--- src/design/tdm_pkg.sv ---
// shared types and constants for the task deadline monitor
package tdm_pkg;

   // fixed field widths
   localparam int unsigned TASK_SLOTS = 5;
   localparam int unsigned TICK_W     = 32;
   localparam int unsigned HALF_W     = 16;
   localparam int unsigned CSR_IDX_W  = 3;

   typedef logic [TASK_SLOTS-1:0] task_mask_type;
   typedef logic [TICK_W-1:0]     tick_type;
   typedef logic [HALF_W-1:0]     half_type;
   typedef logic [HALF_W:0]       limit_type;
   typedef logic [1:0]            op_type;
   typedef logic [2:0]            task_id_type;
   typedef logic [CSR_IDX_W-1:0]  csr_idx_type;

   // operation codes
   localparam op_type OP_ENTER = 2'd0;
   localparam op_type OP_EXIT  = 2'd1;
   localparam op_type OP_CHECK = 2'd2;
   localparam op_type OP_CLEAR = 2'd3;

   // register indexes
   localparam csr_idx_type CSR_TASK_ENABLE   = 3'd0;
   localparam csr_idx_type CSR_RECORD_ENABLE = 3'd1;
   localparam csr_idx_type CSR_TIMING_BASE   = 3'd2;

endpackage

--- src/design/task_deadline_monitor.sv ---
// task deadline monitor: entry/exit timing, periodic deadline check, violation record
//
//   channel  direction  handshake            payload
//   req_     in         req_valid/req_stall  operation, task_id, timestamp
//   rsp_     out        rsp_valid/rsp_stall  violation_mask, check_skipped,
//                                            record_changed, recorded_any, recorded_mask
//   csr_     in         csr_valid/csr_ready  index, wdata
//
// one item per cycle sustained while the result side does not stall; a result passes the
// input register, then the result register, before it is valid.
// all task state sits in flip-flops and is updated in the cycle the item moves from the
// input register to the result register.
// synchronous active-high reset clears every register except the payload stages.
// a stalled result holds; the input register keeps taking items while the result
// register is empty or draining, so req_stall only rises when both stages are full.
module task_deadline_monitor #(
   parameter int unsigned NUM_TASKS = 5
) (
   input  logic                       clock,
   input  logic                       reset,
   // input channel
   input  logic                       req_valid,
   output logic                       req_stall,
   input  tdm_pkg::op_type            req_operation,
   input  tdm_pkg::task_id_type       req_task_id,
   input  tdm_pkg::tick_type          req_timestamp,
   // result channel
   output logic                       rsp_valid,
   input  logic                       rsp_stall,
   output tdm_pkg::task_mask_type     rsp_violation_mask,
   output logic                       rsp_check_skipped,
   output logic                       rsp_record_changed,
   output logic                       rsp_recorded_any,
   output tdm_pkg::task_mask_type     rsp_recorded_mask,
   // configuration port
   input  logic                       csr_valid,
   output logic                       csr_ready,
   input  tdm_pkg::csr_idx_type       csr_index,
   input  tdm_pkg::tick_type          csr_wdata
);

   // configuration
   tdm_pkg::task_mask_type task_enable_ff;
   tdm_pkg::task_mask_type record_enable_ff;
   tdm_pkg::tick_type      timing_ff [NUM_TASKS];

   // input register
   logic                   in_valid_ff;
   tdm_pkg::op_type        op_ff;
   tdm_pkg::task_id_type   id_ff;
   tdm_pkg::tick_type      ts_ff;

   // task state
   tdm_pkg::tick_type      enter_time_ff    [NUM_TASKS];
   tdm_pkg::tick_type      enter_time_in    [NUM_TASKS];
   tdm_pkg::tick_type      last_dur_ff      [NUM_TASKS];
   tdm_pkg::tick_type      last_dur_in      [NUM_TASKS];
   tdm_pkg::tick_type      rec_dur_ff       [NUM_TASKS];
   tdm_pkg::tick_type      rec_dur_in       [NUM_TASKS];
   tdm_pkg::tick_type      rec_enter_ff     [NUM_TASKS];
   tdm_pkg::tick_type      rec_enter_in     [NUM_TASKS];
   tdm_pkg::tick_type      last_check_ff;
   tdm_pkg::tick_type      last_check_in;
   logic                   rec_any_ff;
   logic                   rec_any_in;

   // per-task check terms
   tdm_pkg::limit_type     limit_sum [NUM_TASKS];
   tdm_pkg::tick_type      since_time [NUM_TASKS];
   logic                   late      [NUM_TASKS];

   // result register
   logic                   rsp_valid_ff;
   tdm_pkg::task_mask_type viol_ff;
   tdm_pkg::task_mask_type viol_in;
   logic                   skipped_ff;
   logic                   skipped_in;
   logic                   changed_ff;
   logic                   changed_in;
   tdm_pkg::task_mask_type rec_mask_ff;
   tdm_pkg::task_mask_type rec_mask_in;

   logic                   fire;

   // pipeline handshake
   assign fire      = in_valid_ff && (!rsp_valid_ff || !rsp_stall);
   assign req_stall = in_valid_ff && !fire;
   assign csr_ready = 1'b1;

   // configuration writes
   always_ff @(posedge clock) begin
      if (reset) begin
         task_enable_ff   <= '0;
         record_enable_ff <= '0;
         for (int t = 0; t < NUM_TASKS; t++) begin
            timing_ff[t] <= '0;
         end
      end else if (csr_valid && csr_ready) begin
         if (csr_index == tdm_pkg::CSR_TASK_ENABLE) begin
            task_enable_ff <= csr_wdata[tdm_pkg::TASK_SLOTS-1:0];
         end
         if (csr_index == tdm_pkg::CSR_RECORD_ENABLE) begin
            record_enable_ff <= csr_wdata[tdm_pkg::TASK_SLOTS-1:0];
         end
         for (int t = 0; t < NUM_TASKS; t++) begin
            if (csr_index == tdm_pkg::csr_idx_type'(t + 2)) begin
               timing_ff[t] <= csr_wdata;
            end
         end
      end
   end

   // input register
   always_ff @(posedge clock) begin
      if (reset) begin
         in_valid_ff <= 1'b0;
      end else if (!req_stall) begin
         in_valid_ff <= req_valid;
      end
   end

   always_ff @(posedge clock) begin
      if (!req_stall && req_valid) begin
         op_ff <= req_operation;
         id_ff <= req_task_id;
         ts_ff <= req_timestamp;
      end
   end

   // deadline terms per task: limit never wraps, elapsed time wraps mod 2^32
   always_comb begin
      for (int t = 0; t < NUM_TASKS; t++) begin
         limit_sum[t]  = {1'b0, timing_ff[t][tdm_pkg::HALF_W-1:0]}
                       + {1'b0, timing_ff[t][tdm_pkg::TICK_W-1:tdm_pkg::HALF_W]};
         since_time[t] = ts_ff - enter_time_ff[t];
         late[t]       = task_enable_ff[t]
                       && (since_time[t] > {{(tdm_pkg::TICK_W-tdm_pkg::HALF_W-1){1'b0}},
                                            limit_sum[t]})
                       && (last_dur_ff[t] > {{(tdm_pkg::TICK_W-tdm_pkg::HALF_W){1'b0}},
                                            timing_ff[t][tdm_pkg::HALF_W-1:0]});
      end
   end

   // next state and result for the item in the input register
   always_comb begin
      enter_time_in = enter_time_ff;
      last_dur_in   = last_dur_ff;
      rec_dur_in    = rec_dur_ff;
      rec_enter_in  = rec_enter_ff;
      last_check_in = last_check_ff;
      rec_any_in    = rec_any_ff;
      viol_in       = '0;
      skipped_in    = 1'b0;
      changed_in    = 1'b0;
      case (op_ff)
         tdm_pkg::OP_ENTER: begin
            for (int t = 0; t < NUM_TASKS; t++) begin
               if (id_ff == tdm_pkg::task_id_type'(t)) begin
                  enter_time_in[t] = ts_ff;
               end
            end
         end
         tdm_pkg::OP_EXIT: begin
            for (int t = 0; t < NUM_TASKS; t++) begin
               if (id_ff == tdm_pkg::task_id_type'(t)) begin
                  last_dur_in[t] = ts_ff - enter_time_ff[t];
               end
            end
         end
         tdm_pkg::OP_CHECK: begin
            if (ts_ff == last_check_ff) begin
               skipped_in = 1'b1;
            end else begin
               last_check_in = ts_ff;
               for (int t = 0; t < NUM_TASKS; t++) begin
                  if (late[t]) begin
                     viol_in[t] = 1'b1;
                     if (record_enable_ff[t]) begin
                        changed_in      = 1'b1;
                        rec_any_in      = 1'b1;
                        rec_dur_in[t]   = last_dur_ff[t];
                        rec_enter_in[t] = enter_time_ff[t];
                     end
                  end
               end
            end
         end
         tdm_pkg::OP_CLEAR: begin
            rec_any_in = 1'b0;
            changed_in = 1'b1;
            for (int t = 0; t < NUM_TASKS; t++) begin
               rec_dur_in[t]   = '0;
               rec_enter_in[t] = '0;
            end
         end
         default: begin
         end
      endcase
   end

   // recorded mask from the record after this item
   always_comb begin
      rec_mask_in = '0;
      for (int t = 0; t < NUM_TASKS; t++) begin
         rec_mask_in[t] = rec_any_in && ((rec_dur_in[t] != '0) || (rec_enter_in[t] != '0));
      end
   end

   // task state update on each item
   always_ff @(posedge clock) begin
      if (reset) begin
         last_check_ff <= '0;
         rec_any_ff    <= 1'b0;
         for (int t = 0; t < NUM_TASKS; t++) begin
            enter_time_ff[t] <= '0;
            last_dur_ff[t]   <= '0;
            rec_dur_ff[t]    <= '0;
            rec_enter_ff[t]  <= '0;
         end
      end else if (fire) begin
         last_check_ff <= last_check_in;
         rec_any_ff    <= rec_any_in;
         enter_time_ff <= enter_time_in;
         last_dur_ff   <= last_dur_in;
         rec_dur_ff    <= rec_dur_in;
         rec_enter_ff  <= rec_enter_in;
      end
   end

   // result register
   always_ff @(posedge clock) begin
      if (reset) begin
         rsp_valid_ff <= 1'b0;
      end else if (fire) begin
         rsp_valid_ff <= 1'b1;
      end else if (!rsp_stall) begin
         rsp_valid_ff <= 1'b0;
      end
   end

   always_ff @(posedge clock) begin
      if (fire) begin
         viol_ff     <= viol_in;
         skipped_ff  <= skipped_in;
         changed_ff  <= changed_in;
         rec_mask_ff <= rec_mask_in;
      end
   end

   assign rsp_valid          = rsp_valid_ff;
   assign rsp_violation_mask = viol_ff;
   assign rsp_check_skipped  = skipped_ff;
   assign rsp_record_changed = changed_ff;
   assign rsp_recorded_any   = rec_any_ff;
   assign rsp_recorded_mask  = rec_mask_ff;

endmodule

--- config.mk ---
export PLATFORM = sky130hd
export DESIGN_NAME = task_deadline_monitor
export DESIGN_NICKNAME = d
export VERILOG_FILES = /design/src/design/tdm_pkg.sv /design/src/design/task_deadline_monitor.sv
export SDC_FILE = /design/constraint.sdc
export NUM_CORES = 2
export LEC_CHECK = 0
export ABC_AREA = 1
export BUFFER_PORTS_ARGS = -buffer_cell sky130_fd_sc_hd__buf_2
export CORE_MARGIN = 2
export CORE_UTILIZATION = 50
export CTS_CLUSTER_SIZE = 10
export DETAILED_ROUTE_END_ITERATION = 10
export PLACE_DENSITY = 0.7
export SETUP_SLACK_MARGIN = 0.3
export SLEW_MARGIN = 40
export SYNTH_ARGS = -nofsm -noshare
export SYNTH_HDL_FRONTEND = slang
export SYNTH_SLANG_ARGS = --single-unit
--- constraint.sdc ---
create_clock -name clock -period 10.5 [get_ports clock]
set_input_delay 1.575 -clock clock [delete_from_list [all_inputs] [get_ports clock]]
set_output_delay 1.575 -clock clock [all_outputs]
set_load 0.005 [all_outputs]
Word-level counts from Yosys, hierarchy flattened:

Memory sizes are Yosys's and may differ from the RTL's.
Index checks and enable logic that the tools add are counted.
Widths: inputs -> output; s select.

* output and inout port bits: 16
* memories: 1
* RAM bits: 160
* logic and storage cells: 218
* flip-flop bits (word level): 734

Memories
* timing_ff: depth 5, bits a word 32, read ports 5, clocked after Yosys merged registers in 0, write ports 5, line task_deadline_monitor.sv:45 `tdm_pkg::tick_type timing_ff [NUM_TASKS];`

* order comparisons: 10
* bitwise operators: 7
* reductions and logical operators: 55
* equality and inequality tests: 15
* mux-type cells: 87
* $add $sub $neg: 10

Operators with widths (number)
* $mux 32: 25
* $pmux 160 s2: 2
* $mux 160: 2
* $reduce_bool 32->1: 10
* $gt 32x16->1: 5
* $gt 32x17->1: 5
* $sub 32x32->32: 5
* $add 16x16->17: 5
* $mux 1: 56
* $reduce_and 3->1: 11
* $eq 32x32->1: 1
* $logic_and 1x1->1: 18
* $eq 3x2->1 const B: 4
* $eq 3x3->1 const B: 4
* $eq 3x1->1 const B: 2
* $logic_not 3->1: 2
* $logic_or 1x1->1: 6
* $or 1x1->1: 5
* $eq 2x2->1 const B: 2
* $logic_not 1->1: 4
* $pmux 1 s2: 2
* $reduce_and 2->1: 2
* $eq 2x1->1 const B: 1
* $logic_not 2->1: 1
* other kinds (3): 4

Depth between registers and ports, before layout:

An unclocked memory read counts as a cell.

* depth in word-level cells: 19
* mapped depth: 40

Worst setup path after synthesis:

Ideal clock, no wire load.

* path type: register to register
* start point: memory timing_ff[0][128] (netlist name)
* end point: register rec_mask_ff[4] (netlist: rsp_recorded_mask[4]) (data pin)
* cell stages (with the launch flop): 37
* setup time: 0.260 ns
* period minus slack after synthesis: 4.886 ns
* arrival: 4.626 ns
* data required time: 10.240 ns
* slack: 5.614 ns
* cell sequence: edfxtp_1 -> ha_1 -> inv_1 -> fa_1 -> o21ai_0 -> a21oi_1 -> o21bai_1 -> nand2_1 -> nand2_1 -> a21oi_1 -> o31ai_1 -> a21oi_1 -> o21bai_1 -> a21oi_1 -> o21ai_0 -> xnor2_1 -> ha_1 -> nand4_1 -> nor3_1 -> nand2_1 -> nand2_1 -> nand2_1 -> nand2_1 -> a21oi_1 -> nand3_1 -> nor2_1 -> nor2_2 -> buf_4 -> nand4_1 -> nand3_1 -> nand2_1 -> nor2_1 -> nand2_1 -> nor2_1 -> nand2_1 -> nor2_1 -> a21oi_1

RTL lines
* start, declared: line task_deadline_monitor.sv:45
* end signal, assigned: line task_deadline_monitor.sv:246 `rec_mask_ff <= rec_mask_in;`
* end, declared: line task_deadline_monitor.sv:80 `tdm_pkg::task_mask_type rec_mask_ff;`

==> flow_summary.html <==
<table>
<tr><th>Metric</th><th>Value</th></tr>
<tr><th colspan="2">Logic synthesis</th></tr>
<tr><td>Area share of and/or/nand/nor cells after synthesis</td><td>24.9%</td></tr>
<tr><td>Biggest area contributors in the synthesized netlist</td><td>sky130_fd_sc_hd__dfxtp_1 (23%), sky130_fd_sc_hd__nand2_1 (14%), sky130_fd_sc_hd__edfxtp_1 (11%), sky130_fd_sc_hd__inv_1 (10%), sky130_fd_sc_hd__ha_1 (8.4%)</td></tr>
<tr><td>Synthesized Nets</td><td>9586</td></tr>
<tr><td>Predominant post-synthesis flop cell</td><td>sky130_fd_sc_hd__dfxtp_1</td></tr>
<tr><td>Post-Syn Area</td><td>59600 um2</td></tr>
<tr><td>Count of unique library cells instantiated by Yosys</td><td>55</td></tr>
<tr><td>Compound-Gate Fraction of Synth Area</td><td>17.0%</td></tr>
<tr><td>Count of flip-flops with a built-in enable after synthesis</td><td>209</td></tr>
<tr><td>Yosys top cell area share</td><td>23.0%</td></tr>
<tr><td>List of most frequent post-synthesis cells</td><td>sky130_fd_sc_hd__nand2_1 (2199), sky130_fd_sc_hd__inv_1 (1649), sky130_fd_sc_hd__a21oi_1 (918)</td></tr>
<tr><td>Top cell type by total area after synthesis</td><td>sky130_fd_sc_hd__dfxtp_1</td></tr>
<tr><td>Area share of fa/ha/maj cells after synthesis</td><td>8.73%</td></tr>
<tr><td>Number of warnings issued by yosys</td><td>0</td></tr>
<tr><td>Portion of netlist area occupied by mux cells</td><td>0%</td></tr>
<tr><td>Dominant combinational cell family by area after synthesis</td><td>simple AND/OR/NAND/NOR gates</td></tr>
<tr><td>Post-synthesis register bit count</td><td>894</td></tr>
<tr><td>Sequential fraction of the synthesis area</td><td>33.5%</td></tr>
<tr><td>Most common cell in the netlist</td><td>sky130_fd_sc_hd__nand2_1</td></tr>
<tr><td>Share of flip-flops with an asynchronous set or reset</td><td>0%</td></tr>
<tr><td>Post-synthesis instance total</td><td>9099</td></tr>
<tr><td>Synthesized-area fraction occupied by xor and xnor cells</td><td>2.66%</td></tr>
<tr><td>Mean post-synth cell area</td><td>6.55 um2</td></tr>
<tr><th colspan="2">Clock network</th></tr>
<tr><td>Clock sink total</td><td>894</td></tr>
<tr><td>Clock tree from TritonCTS</td><td>done</td></tr>
<tr><td>Num CTS Buffers</td><td>104</td></tr>
<tr><td>Hold-fix buffers at CTS</td><td>0</td></tr>
<tr><td>Number of gates resized after CTS</td><td>0</td></tr>
<tr><td>Clock transition at path regs</td><td>0.06 ns</td></tr>
<tr><td>Setup bufs post-CTS</td><td>0</td></tr>
<tr><td>Clock latency on the worst-skew pair</td><td>0.72 ns</td></tr>
<tr><td>CTS max path bufs</td><td>3</td></tr>
<tr><td>H-tree depth</td><td>3</td></tr>
<tr><td>Clock root cell</td><td>sky130_fd_sc_hd__clkbuf_16</td></tr>
<tr><th colspan="2">Worst hold path</th></tr>
<tr><td>Depth of the worst hold-timing path</td><td>2</td></tr>
<tr><td>Worst min-delay path category</td><td>reg -&gt; reg</td></tr>
<tr><th colspan="2">Global route</th></tr>
<tr><td>Wire length of the first global-routing pass</td><td>303 mm</td></tr>
<tr><td>All-layer global routing usage</td><td>31.8%</td></tr>
<tr><td>Total overflow reported by the global router</td><td>0</td></tr>
<tr><td>Pin count of the biggest net entering global routing</td><td>245</td></tr>
<tr><td>Via count of the first global-routing pass</td><td>52916</td></tr>
<tr><td>Number of antenna violations at the first check in global routing</td><td>20</td></tr>
<tr><th colspan="2">STA</th></tr>
<tr><td>Max Freq</td><td>150 MHz</td></tr>
<tr><td>Final period utilization</td><td>63.5%</td></tr>
<tr><td>Number of pins with negative max-slew slack in the final report</td><td>0</td></tr>
<tr><td>Final number of setup-violating endpoints</td><td>0</td></tr>
<tr><td>Fin Setup TNS</td><td>0 ns</td></tr>
<tr><td>Worst rel slew slack</td><td>36.9%</td></tr>
<tr><td>Actual transition at the worst max-transition pin</td><td>0.944 ns</td></tr>
<tr><td>Post-layout min period</td><td>6.66 ns</td></tr>
<tr><td>Number of hold-slack violations in the final timing report</td><td>0</td></tr>
<tr><td>Worst clock skew on the final layout</td><td>0.0332 ns</td></tr>
<tr><td>Setup repair after global routing missed its margin</td><td>no</td></tr>
<tr><th colspan="2">Finish</th></tr>
<tr><td>Fill cell count</td><td>11703</td></tr>
<tr><td>Register area</td><td>20000 um2</td></tr>
<tr><td># nets final</td><td>9504</td></tr>
<tr><td>Layout cell share with drive strength beyond 1</td><td>4.14%</td></tr>
<tr><td>Final instance area</td><td>64500 um2</td></tr>
<tr><td>Area of the multi-input gates</td><td>32000 um2</td></tr>
<tr><td>Area added between synthesis and finish</td><td>8.21%</td></tr>
<tr><th colspan="2">Outcome</th></tr>
<tr><td>Run status</td><td>finished clean</td></tr>
<tr><th colspan="2">Detailed routing</th></tr>
<tr><td>Initial DRC count</td><td>5964</td></tr>
<tr><td>DR pass1 iterations</td><td>6</td></tr>
<tr><td>Vias after detailed routing</td><td>58634</td></tr>
<tr><td>Avg Vias per Cell</td><td>5.51</td></tr>
<tr><td>DRC viols</td><td>0</td></tr>
<tr><td>Routed WL per cell</td><td>18.7 um</td></tr>
<tr><td>Post-route antenna net violation count</td><td>0</td></tr>
<tr><td>Final wirelength</td><td>199 mm</td></tr>
<tr><th colspan="2">Setup path</th></tr>
<tr><td>Max FO, Critical Path</td><td>66</td></tr>
<tr><td>FF-to-FF Start</td><td>timing_ff[0][128]</td></tr>
<tr><td>Highest-delay cell along the critical path</td><td>sky130_fd_sc_hd__buf_4</td></tr>
<tr><td>Largest stage delay, worst path</td><td>0.65 ns</td></tr>
<tr><td>Arrival time of the worst setup path</td><td>7.11 ns</td></tr>
<tr><td>Startpoint of the worst setup timing path</td><td>timing_ff[0][128]</td></tr>
<tr><td>R2R Path End</td><td>rsp_recorded_mask[4]</td></tr>
<tr><td>Req. time, crit path</td><td>10.95 ns</td></tr>
<tr><td>Critical path type</td><td>reg -&gt; reg</td></tr>
<tr><td>Crit path to</td><td>rsp_recorded_mask[4]</td></tr>
<tr><td>Crit end category</td><td>register</td></tr>
<tr><td>Reg2reg setup slack</td><td>3.84 ns</td></tr>
<tr><td>Category of the worst setup path launch point</td><td>register</td></tr>
<tr><td>Worst Reg-to-Reg Cells</td><td>33</td></tr>
<tr><th colspan="2">Flow run</th></tr>
<tr><td>Max-capacitance violation count</td><td>0</td></tr>
<tr><th colspan="2">Floorplanning</th></tr>
<tr><td>Number of standard-cell rows in the floorplan</td><td>126</td></tr>
<tr><td>Die width</td><td>349 um</td></tr>
<tr><td>I/O Pins</td><td>93</td></tr>
<tr><td>Die Y</td><td>349 um</td></tr>
<tr><td>Die outline area</td><td>122000 um2</td></tr>
<tr><td>Placeable Area</td><td>118000 um2</td></tr>
<tr><td>Starting density of the core</td><td>50.4%</td></tr>
<tr><th colspan="2">Place</th></tr>
<tr><td>Placer Congestion</td><td>0.993</td></tr>
<tr><td>Final HPWL from detailed placement</td><td>142 mm</td></tr>
<tr><td>Count of buffers from port buffering</td><td>91</td></tr>
<tr><td>Area of placed instances</td><td>61400 um2</td></tr>
<tr><th colspan="2">Pwr</th></tr>
<tr><td>Fraction of power consumed by the clock network</td><td>37.1%</td></tr>
<tr><td>Peak supply drop</td><td>0.000143 V</td></tr>
<tr><td>Net switching fraction of the power</td><td>32.0%</td></tr>
<tr><td>Leakage dissipation</td><td>33.3 nW</td></tr>
<tr><td>Sequential group share of total power</td><td>41.2%</td></tr>
<tr><td>Cell area power density</td><td>142 nW/um2</td></tr>
<tr><td>Cell internal power dissipation</td><td>6.23 mW</td></tr>
<tr><td>Logic gate share of total power</td><td>21.7%</td></tr>
<tr><td>Net switching power</td><td>2.93 mW</td></tr>
</table>
metrics by stage:
stage          util, %  total power [mW]  instances  hold WS (ns)  worst slack (ns)
2_1_floorplan        -              5.18       9099         0.444              5.61
3_3_place_gp      51.8              5.74      10442         0.453              3.68
3_5_place_dp      51.9              5.78      10443         0.464              3.40
4_1_cts           54.5              9.16      10621         0.474              3.35
5_1_grt           54.6              9.59      10627         0.492              3.17
6_report          54.6              9.17      10635         0.473              3.84
critical path: cells and delay by family, from the launching register on:
kind / cells / cell delay, ns
AOI/OAI and AO/OA: 12 / 2.15
and+or+nand+nor: 14 / 1.64
buffers and inverters: 3 / 1.14
adders and majority gates: 3 / 0.89
DFF: 1 / 0.37
xor gates and xnor gates: 1 / 0.12
placed cells by master (no fill, tap or decap), drive strengths merged, types with 6 or more instances in the layout:
master  instances
nor2          741
dfxtp         685
o21bai         45
a31oi           6
ha            400
fa             10
nand4         169
xor2          148
nand3         420
inv          1657
a21o            7
o21ai         883
nor4           17
buf           192
and2            8
clkbuf        167
nand3b         20
clkinv          6
o211ai         48
nand2        2201
xnor2          33
o22ai           7
nor3           39
a21oi         919
o21a           21
edfxtp        209
diode          10
area by class of cell:
| cell class | instances | area share, % |
|---|---|---|
| diodes | 10 | 0.0388 |
| repair buffers | 192 | 2.10 |
| clock inverters | 11 | 0.165 |
| flip-flops and latches | 894 | 31.0 |
| inverters | 1653 | 9.65 |
| clock buffers | 167 | 4.56 |
| well taps | 1536 | 2.98 |
| multi-input cells | 6172 | 49.5 |
registers in the layout (all words and copies together) (netlist names), 2 cells and up:
name	flops
ts_ff	32
rsp_violation_mask	5
task_enable_ff	5
timing_ff	160
last_dur_ff	160
rsp_recorded_mask	5
rec_enter_ff	160
last_check_ff	32
record_enable_ff	5
id_ff	3
rec_dur_ff	160
op_ff	2
enter_time_ff	160
metal layers:
layer	share of wire, %	track usage (%)	wire (um)
met5	0.017	0	33
met4	5.3	15.6	10600
met3	8.8	4.73	17600
met2	43	49.4	85800
met1	43	43.2	85100
cell families (layout without fill, tap and decap cells):
group,count (synthesis),after routing
other,1,11
buffers and inverters,2033,2023
AND/OR/NAND/NOR,3627,3627
AO/OA/AOI/OAI,1953,1953
XOR/XNOR,181,181
flip-flops,894,894
adder cells (fa/ha/maj),410,410
power groups by stage:
stage          sequential [mW]  clock [mW]  combinational, mW
2_1_floorplan             3.83           0               1.35
3_3_place_gp              3.84           0               1.90
3_5_place_dp              3.85           0               1.94
4_1_cts                   3.78        3.44               1.95
5_1_grt                   3.79        3.57               2.23
6_report                  3.78        3.40               1.99
how the worst min path moves through the flow:
stage / endpoint / startpoint
6_report: last_check_ff[28] / last_check_ff[28]
5_1_grt: last_check_ff[28] / last_check_ff[28]
4_1_cts: last_check_ff[8] / last_check_ff[8]
3_5_place_dp: last_check_ff[0] / last_check_ff[0]
3_3_place_gp: last_check_ff[29] / last_check_ff[29]
2_1_floorplan: last_check_ff[0] / last_check_ff[0]
No activity file was read; power rests on OpenSTA's default activity.
